[src/hw/rtl/tlbpc_pkg.sv]
package tlbpc_pkg;

  // Operation carried by one input transaction.
  typedef enum logic [1:0] {
    KindTlbFill    = 2'd0,
    KindPtWrite    = 2'd1,
    KindCacheWrite = 2'd2,
    KindTranslate  = 2'd3
  } kind_e;

  // Virtual address layout: 14 bits, 64-byte pages, 4-byte cache lines.
  localparam int unsigned VaWidth    = 14;
  localparam int unsigned PageBits   = 6;
  localparam int unsigned VpnWidth   = 8;
  localparam int unsigned TagWidth   = 6;
  localparam int unsigned FrameWidth = 6;
  localparam int unsigned IdxWidth   = 4;
  localparam int unsigned OffWidth   = 2;
  localparam int unsigned ByteWidth  = 8;
  localparam int unsigned LineWidth  = 32;

  typedef struct packed {
    kind_e                 kind;
    logic [IdxWidth-1:0]   set_index;
    logic [TagWidth-1:0]   entry_tag;
    logic [FrameWidth-1:0] page_frame;
    logic [VpnWidth-1:0]   virtual_page;
    logic [ByteWidth-1:0]  line_byte0;
    logic [ByteWidth-1:0]  line_byte1;
    logic [ByteWidth-1:0]  line_byte2;
    logic [ByteWidth-1:0]  line_byte3;
    logic [VaWidth-1:0]    virtual_address;
  } in_item_t;

  typedef struct packed {
    logic                  determined;
    logic                  tlb_hit;
    logic [FrameWidth-1:0] physical_page;
    logic [ByteWidth-1:0]  data_byte;
  } out_item_t;

endpackage

[src/hw/rtl/tlb_page_table_cache_lookup_core.sv]
// Address translation core: a set-associative TLB, a page table memory and a
// direct-mapped physical cache that share one input channel. Fill, page table
// and cache line transactions update state and return nothing; a translate
// transaction returns one result carrying the physical page, whether it came
// from the TLB, and the addressed byte when the cache line holds that page.
// After reset the core zeroes the page table memory, one entry per cycle,
// and holds in_stall_o high meanwhile. From then on it accepts one
// transaction every cycle unless stalled: a translate reads the page table
// memory in the cycle it is accepted and waits in the stage register, from
// where the TLB compare, the page table fallback and the cache tag check
// run as one combinational pass into the output register. Input is
// stalled only while a translate waits behind a stalled output register.
module tlb_page_table_cache_lookup_core #(
  parameter int unsigned TLB_SETS     = 4,
  parameter int unsigned TLB_WAYS     = 4,
  parameter int unsigned CACHE_LINES  = 16,
  parameter int unsigned PAGE_ENTRIES = 256
) (
  input  logic                clk_i,
  input  logic                rst_ni,
  input  logic                in_valid_i,
  output logic                in_stall_o,
  input  tlbpc_pkg::in_item_t in_item_i,
  output logic                out_valid_o,
  input  logic                out_stall_i,
  output tlbpc_pkg::out_item_t out_item_o
);

  localparam int unsigned SetW  = $clog2(TLB_SETS);
  localparam int unsigned LineW = $clog2(CACHE_LINES);
  localparam int unsigned PtW   = $clog2(PAGE_ENTRIES);
  localparam int unsigned VpnEntries = 2 ** tlbpc_pkg::VpnWidth;
  localparam int unsigned IdxEntries = 2 ** tlbpc_pkg::IdxWidth;

  // State arrays. Tags, frames and line data are only looked at behind a
  // valid bit, so they carry no reset.
  logic [TLB_WAYS-1:0]                tlb_valid_q [TLB_SETS];
  logic [tlbpc_pkg::TagWidth-1:0]     tlb_tags_q  [TLB_SETS][TLB_WAYS];
  logic [tlbpc_pkg::FrameWidth-1:0]   tlb_frames_q[TLB_SETS][TLB_WAYS];
  logic [CACHE_LINES-1:0]             cache_valid_q;
  logic [tlbpc_pkg::TagWidth-1:0]     cache_tags_q[CACHE_LINES];
  logic [tlbpc_pkg::LineWidth-1:0]    cache_data_q[CACHE_LINES];
  logic [tlbpc_pkg::FrameWidth-1:0]   pt_mem_q    [PAGE_ENTRIES];

  // Page table clearing sweep after reset.
  logic           clr_busy_q;
  logic [PtW-1:0] clr_addr_q;

  // Translate stage register.
  logic                             s1_valid_q;
  logic [tlbpc_pkg::TagWidth-1:0]   s1_tag_q;
  logic [SetW-1:0]                  s1_set_q;
  logic [LineW-1:0]                 s1_line_q;
  logic [tlbpc_pkg::OffWidth-1:0]   s1_off_q;
  logic                             s1_pt_oor_q;
  logic [tlbpc_pkg::FrameWidth-1:0] pt_rd_q;

  // Output register.
  logic                 out_valid_q;
  tlbpc_pkg::out_item_t out_item_q;

  logic in_acc;
  logic s1_move;

  // The stage register may only hand its translate on when the output
  // register is free or emptying; otherwise later transactions would change
  // the state that the pending translate still has to read.
  assign s1_move    = !out_valid_q || !out_stall_i;
  assign in_stall_o = clr_busy_q || (s1_valid_q && !s1_move);
  assign in_acc     = in_valid_i && !in_stall_o;

  // Constant tables for the set and line selection, which need a modulo by
  // a size that need not be a power of two.
  logic [SetW-1:0]  set_lut [VpnEntries];
  logic [LineW-1:0] line_lut[IdxEntries];

  always_comb begin
    for (int i = 0; i < VpnEntries; i++) begin
      set_lut[i] = SetW'(i % TLB_SETS);
    end
    for (int j = 0; j < IdxEntries; j++) begin
      line_lut[j] = LineW'(j % CACHE_LINES);
    end
  end

  // Fields of the incoming translate.
  logic [tlbpc_pkg::VpnWidth-1:0] in_vpn;
  logic                           in_is_xlate;
  logic                           in_pt_oor;

  assign in_vpn      = in_item_i.virtual_address[tlbpc_pkg::VaWidth-1:tlbpc_pkg::PageBits];
  assign in_is_xlate = (in_item_i.kind == tlbpc_pkg::KindTranslate);
  assign in_pt_oor   = !(32'(in_vpn) < PAGE_ENTRIES);

  // Fill and write decode.
  logic            fill_we;
  logic            fill_found;
  logic [SetW-1:0] fill_set;
  logic [TLB_WAYS-1:0] fill_way_oh;
  logic            cache_we;
  logic [LineW-1:0] cache_widx;
  logic            pt_wr;

  assign fill_set   = SetW'(in_item_i.set_index);
  assign cache_widx = LineW'(in_item_i.set_index);
  assign cache_we   = in_acc && (in_item_i.kind == tlbpc_pkg::KindCacheWrite) &&
                      (32'(in_item_i.set_index) < CACHE_LINES);
  assign pt_wr      = in_acc && (in_item_i.kind == tlbpc_pkg::KindPtWrite) &&
                      (32'(in_item_i.virtual_page) < PAGE_ENTRIES);

  // The lowest free way of the set takes the new entry; a full set drops it.
  always_comb begin
    fill_found  = 1'b0;
    fill_way_oh = '0;
    for (int w = 0; w < TLB_WAYS; w++) begin
      if (!fill_found && !tlb_valid_q[fill_set][w]) begin
        fill_found     = 1'b1;
        fill_way_oh[w] = 1'b1;
      end
    end
  end

  assign fill_we = in_acc && (in_item_i.kind == tlbpc_pkg::KindTlbFill) &&
                   (32'(in_item_i.set_index) < TLB_SETS) && fill_found;

  always_ff @(posedge clk_i or negedge rst_ni) begin
    if (!rst_ni) begin
      for (int s = 0; s < TLB_SETS; s++) begin
        tlb_valid_q[s] <= '0;
      end
      cache_valid_q <= '0;
    end else begin
      if (fill_we) begin
        tlb_valid_q[fill_set] <= tlb_valid_q[fill_set] | fill_way_oh;
      end
      if (cache_we) begin
        cache_valid_q[cache_widx] <= 1'b1;
      end
    end
  end

  always_ff @(posedge clk_i) begin
    if (fill_we) begin
      for (int w = 0; w < TLB_WAYS; w++) begin
        if (fill_way_oh[w]) begin
          tlb_tags_q[fill_set][w]   <= in_item_i.entry_tag;
          tlb_frames_q[fill_set][w] <= in_item_i.page_frame;
        end
      end
    end
    if (cache_we) begin
      cache_tags_q[cache_widx] <= in_item_i.entry_tag;
      cache_data_q[cache_widx] <= {in_item_i.line_byte3, in_item_i.line_byte2,
                                   in_item_i.line_byte1, in_item_i.line_byte0};
    end
  end

  // Page table memory: one write port shared by the clearing sweep and
  // page table writes, one registered read port for translates.
  logic                             pt_we;
  logic [PtW-1:0]                   pt_waddr;
  logic [tlbpc_pkg::FrameWidth-1:0] pt_wdata;
  logic                             pt_re;

  assign pt_we    = clr_busy_q || pt_wr;
  assign pt_waddr = clr_busy_q ? clr_addr_q : PtW'(in_item_i.virtual_page);
  assign pt_wdata = clr_busy_q ? '0 : in_item_i.page_frame;
  assign pt_re    = in_acc && in_is_xlate;

  always_ff @(posedge clk_i) begin
    if (pt_we) begin
      pt_mem_q[pt_waddr] <= pt_wdata;
    end
    if (pt_re) begin
      pt_rd_q <= pt_mem_q[PtW'(in_vpn)];
    end
  end

  always_ff @(posedge clk_i or negedge rst_ni) begin
    if (!rst_ni) begin
      clr_busy_q <= 1'b1;
      clr_addr_q <= '0;
    end else if (clr_busy_q) begin
      clr_addr_q <= clr_addr_q + PtW'(1);
      if (clr_addr_q == PtW'(PAGE_ENTRIES - 1)) begin
        clr_busy_q <= 1'b0;
      end
    end
  end

  // Translate stage register.
  logic s1_valid_d;

  always_comb begin
    if (in_acc) begin
      s1_valid_d = in_is_xlate;
    end else if (s1_move) begin
      s1_valid_d = 1'b0;
    end else begin
      s1_valid_d = s1_valid_q;
    end
  end

  always_ff @(posedge clk_i or negedge rst_ni) begin
    if (!rst_ni) begin
      s1_valid_q <= 1'b0;
    end else begin
      s1_valid_q <= s1_valid_d;
    end
  end

  always_ff @(posedge clk_i) begin
    if (pt_re) begin
      s1_tag_q    <= in_item_i.virtual_address[tlbpc_pkg::VaWidth-1:
                                               tlbpc_pkg::VaWidth-tlbpc_pkg::TagWidth];
      s1_set_q    <= set_lut[in_vpn];
      s1_line_q   <= line_lut[in_item_i.virtual_address[tlbpc_pkg::OffWidth +:
                                                        tlbpc_pkg::IdxWidth]];
      s1_off_q    <= in_item_i.virtual_address[tlbpc_pkg::OffWidth-1:0];
      s1_pt_oor_q <= in_pt_oor;
    end
  end

  // TLB compare across the ways of the set, lowest matching way first, then
  // the page table fallback and the cache tag check.
  logic                             hit;
  logic [tlbpc_pkg::FrameWidth-1:0] tlb_ppn;
  logic [tlbpc_pkg::FrameWidth-1:0] ppn;
  logic                             det;
  logic [tlbpc_pkg::LineWidth-1:0]  line_data;
  tlbpc_pkg::out_item_t             res;

  always_comb begin
    hit     = 1'b0;
    tlb_ppn = '0;
    for (int w = 0; w < TLB_WAYS; w++) begin
      if (!hit && tlb_valid_q[s1_set_q][w] && (tlb_tags_q[s1_set_q][w] == s1_tag_q)) begin
        hit     = 1'b1;
        tlb_ppn = tlb_frames_q[s1_set_q][w];
      end
    end
  end

  assign ppn       = hit ? tlb_ppn : (s1_pt_oor_q ? '0 : pt_rd_q);
  assign det       = cache_valid_q[s1_line_q] && (cache_tags_q[s1_line_q] == ppn);
  assign line_data = cache_data_q[s1_line_q];

  always_comb begin
    res.determined    = det;
    res.tlb_hit       = hit;
    res.physical_page = ppn;
    res.data_byte     = det ? line_data[{s1_off_q, 3'b000} +: tlbpc_pkg::ByteWidth] : '0;
  end

  // Output register.
  always_ff @(posedge clk_i or negedge rst_ni) begin
    if (!rst_ni) begin
      out_valid_q <= 1'b0;
    end else if (s1_move) begin
      out_valid_q <= s1_valid_q;
    end
  end

  always_ff @(posedge clk_i) begin
    if (s1_move && s1_valid_q) begin
      out_item_q <= res;
    end
  end

  assign out_valid_o = out_valid_q;
  assign out_item_o  = out_item_q;

  // A pending translate behind a stalled output blocks new transactions.
  assert property (@(posedge clk_i) disable iff (!rst_ni)
    (s1_valid_q && out_valid_o && out_stall_i) |-> in_stall_o)
    else $error("transaction accepted while a translate is blocked");

  // A translate that moves on shows up at the output in the next cycle.
  assert property (@(posedge clk_i) disable iff (!rst_ni)
    (s1_valid_q && s1_move) |=> out_valid_o)
    else $error("translate result lost");

  // An undetermined result carries a zero byte.
  assert property (@(posedge clk_i) disable iff (!rst_ni)
    (out_valid_o && !out_item_o.determined) |-> (out_item_o.data_byte == '0))
    else $error("data byte set on an undetermined result");

  // Nothing is in flight while the page table is being cleared.
  assert property (@(posedge clk_i) disable iff (!rst_ni)
    clr_busy_q |-> (!s1_valid_q && !out_valid_o))
    else $error("translate in flight during page table clearing");

endmodule
[config.mk]
export PLATFORM = sky130hd
export DESIGN_NAME = tlb_page_table_cache_lookup_core
export DESIGN_NICKNAME = d
export VERILOG_FILES = /design/src/hw/rtl/tlbpc_pkg.sv /design/src/hw/rtl/tlb_page_table_cache_lookup_core.sv
export SDC_FILE = /design/constraint.sdc
export NUM_CORES = 2
export LEC_CHECK = 0
export ABC_CLOCK_PERIOD_IN_PS = 22300
export BUFFER_PORTS_ARGS = -buffer_cell sky130_fd_sc_hd__buf_4
export CELL_PAD_IN_SITES_DETAIL_PLACEMENT = 0
export CELL_PAD_IN_SITES_GLOBAL_PLACEMENT = 1
export CORE_MARGIN = 4
export CORE_UTILIZATION = 61
export CTS_CLUSTER_DIAMETER = 100
export CTS_CLUSTER_SIZE = 30
export DETAILED_ROUTE_END_ITERATION = 12
export PLACE_DENSITY_LB_ADDON = 0.1
export SYNTH_ARGS = -nofsm -noshare
export SYNTH_HDL_FRONTEND = slang
export SYNTH_SLANG_ARGS = --single-unit
export TNS_END_PERCENT = 1
[constraint.sdc]
create_clock -name clk_i -period 22.3 [get_ports clk_i]
set_clock_uncertainty 0.15 [all_clocks]
set_input_delay 5.575 -clock clk_i [delete_from_list [all_inputs] [get_ports clk_i]]
set_output_delay 5.575 -clock clk_i [all_outputs]
set_load 0.03 [all_outputs]
==> run summary <==
status = complete, no violations
first-pass GRT wire length = 290000 microns
min setup slack post-route = 10.34 ns
Post-CTS Resized = 0
Filler cells = 9755
Clock transition at path regs = 0.10 ns
Worst setup SP type = input pin
synth warn = 0
Final Hold Fails = 0
area of the multi-input gates = 20800 sq um
final instance area = 99600 sq um
GRT Overall Usage = 0.246
M1 GR Usage = 0.369
drt drc = 0
total gr overflow = 0
register area share after synthesis = 0.770
critical path capture point type = output port
Starting Density = 0.616
RSZ-0062 raised after global routing = false
Die Span Y = 400 microns
DR WL/cell = 31.5 microns
syn nets = 4154
antenna violations before repair = 12
overall power = 7430 uW
r2r setup slk = 16.98 ns
Area Growth Syn to Fin = 6.11%
Slew headroom = 0.180
Register Area = 72300 sq um
Post-CTS Repair Setup Buffers = 0
synth unique cells = 59
Cell Area, Placed = 97100 sq um
WHS = 0.321 ns
CTS root buf = clkbuf_16
Mapped Area = 93800 sq um
CP Max Fanout = 4
grt peak-use layer = met2
Post-synth EDFFs = 2372
Setup violations, final = 0
pre-CTS setup slack = 10.36 ns
Async SR Flop Fraction = 0.0178
DPL Wire Length = 116000 microns
CTS tree = built
largest net degree at the start of global routing = 256
period utilization = 0.536
H-Tree Depth = 3
vias in the first global route = 41671
Via Count = 41300
CTS Buf Count = 90
Tmin final = 11.96 ns
Top FF cell, synth = edfxtp_1
Mean Syn Cell Area = 23.0 sq um
CTS Buffer Depth = 3
Vias/cell = 6.66
Final #Nets = 4203
WS Path Type = input pin to output port
Hold Crit Class = flop to flop
I/O pins = 94
clk_lat worst skew = 0.74 ns
Post-Route WL = 195000 microns
ANT nets after route = 0
FMAX = 83.6 MHz
Worst EP arrival = 6.23 ns
worst slew pin tran = 1.23 ns
total of max-cap violations = 0
Die W = 400 microns
Core Rows = 143
setup tns final = 0 ns
GR Util met2 = 0.388
CTS Sinks = 2415
Req. time, crit path = 16.58 ns
number of hold buffers added after CTS = 0
share of layout cells above drive strength 1 = 0.264
met3 Use GR = 0.0450
IO buf count = 93
CORE AREA = 152000 sq um
GPL Wtd Cong = 0.785
max-slew violations = 0
Pre-antenna DRT Iters = 8
Max IR drop VDD = 73.8 uV
Leak Pwr = 0.0301 uW
die area = 160000 sq um
DR iter-0 viols = 4614
Post-Synthesis Cells = 4077
power density over cell area = 74.6 nW/um^2
post-synthesis register bit count = 2415
[state kept, by name (all words and copies together), names as in the netlist]
register	cells
tlb_valid_q	16
clr_busy_q	1
s1_set_q	2
out_valid_o	1
s1_line_q	4
cache_valid_q	16
tlb_frames_q	96
s1_tag_q	6
tlb_tags_q	96
s1_off_q	2
out_item_o	16
pt_rd_q	6
cache_tags_q	96
cache_data_q	512
pt_mem_q	1536
s1_valid_q	1
clr_addr_q	8
[worst paths after layout]
check                            startpoint                to  cells after the start
setup / recovery                out_stall_i        in_stall_o                      4
hold / removal             cache_valid_q[5]  cache_valid_q[5]                      1
setup reg to reg                s1_set_q[1]     out_item_o[7]                     12
hold reg to reg            cache_valid_q[5]  cache_valid_q[5]                      1
max in group asynchronous            rst_ni     clr_addr_q[6]                      1
min in group asynchronous            rst_ni   tlb_valid_q[13]                      1
[stage by stage]
stage / std cells / utilization
detailed placement: 6064 / 0.637
global placement: 6064 / 0.637
finish: 6200 / 0.653
floorplan: 4077 / -
CTS: 6195 / 0.653
global route: 6197 / 0.653
[placed cells by master (no fill, tap or decap), types with 4 or more instances in the layout]
cell	count
nand4_1	5
xor2_1	12
nand3_1	11
nor3_1	7
a31oi_1	4
mux4_2	736
o32ai_1	6
edfxtp_1	2372
clkbuf_16	93
clkbuf_1	34
nor2_4	13
nor4b_2	8
nor2b_4	6
nor2_1	302
mux2_2	25
o21ai_0	16
xnor2_1	34
nand2_1	71
nand2b_1	16
buf_12	4
a22oi_1	4
o22ai_1	10
dfrtp_1	42
nor2b_1	8
nor3_2	7
a211oi_1	4
buf_4	175
diode_2	5
inv_1	11
mux2i_1	56
or2_2	16
a22o_1	4
[worst max-delay path, stage by stage]
cell     delay [ns]
buf_4          0.13
a31oi_1        0.27
inv_1          0.08
buf_4          0.17
[per-layer routing]
metal | share of wire | routed length (microns) | up-vias
li1 | - | - | 17131
met1 | 0.41 | 79100 | 22295
met2 | 0.49 | 95800 | 1638
met3 | 0.078 | 15200 | 230
met4 | 0.026 | 5050 | 6
met5 | 0.00019 | 38 | -
[synthesized netlist by cell type, types with 12 or more instances]
library cell  instances  share of area
xnor2_1              34         0.0032
or2_2                16         0.0011
xor2_1               12         0.0011
mux2i_1              56         0.0060
mux4_2              736           0.18
buf_2                30         0.0016
edfxtp_1           2372           0.76
nor2b_1              14        0.00093
buf_1                51         0.0020
dfrtp_1              42          0.011
mux2_2               25         0.0030
o21ai_0              16        0.00085
clkbuf_1            134         0.0054
nand2_1              71         0.0028
nor3_1               13        0.00069
nor2_1              315          0.013
nand2b_1             16         0.0011
[kinds of logic (layout without fill, tap and decap cells)]
logic type,count (synthesis),count (layout),synth area share
DFF,2415,2415,0.770
muxes,817,817,0.186
and+or+nand+nor,484,484,0.0227
buffers and inverters,236,324,0.0104
AOI/OAI and AO/OA,78,78,0.00641
xor gates and xnor gates,46,46,0.00429
adders and majority gates,1,1,0.000133
other,0,5,0
[area by class of cell]
class | instances | area share
Clock inverter | 4 | 0.000389
Tap cell | 2030 | 0.0255
Clock buffer | 127 | 0.0247
Inverter | 11 | 0.000415
Sequential cell | 2415 | 0.726
Multi-Input combinational cell | 1426 | 0.208
Antenna cell | 5 | 0.000126
Timing Repair Buffer | 182 | 0.0144
[power breakdown]
| part | leakage [uW] | switching, uW | internal, uW |
|---|---|---|---|
| clock network | 0.00121 | 1260 | 780 |
| logic | 0.00695 | 222 | 159 |
| registers | 0.0219 | 10.2 | 5000 |
| total | 0.0301 | 1500 | 5940 |
(Power assumes the default switching activity.)
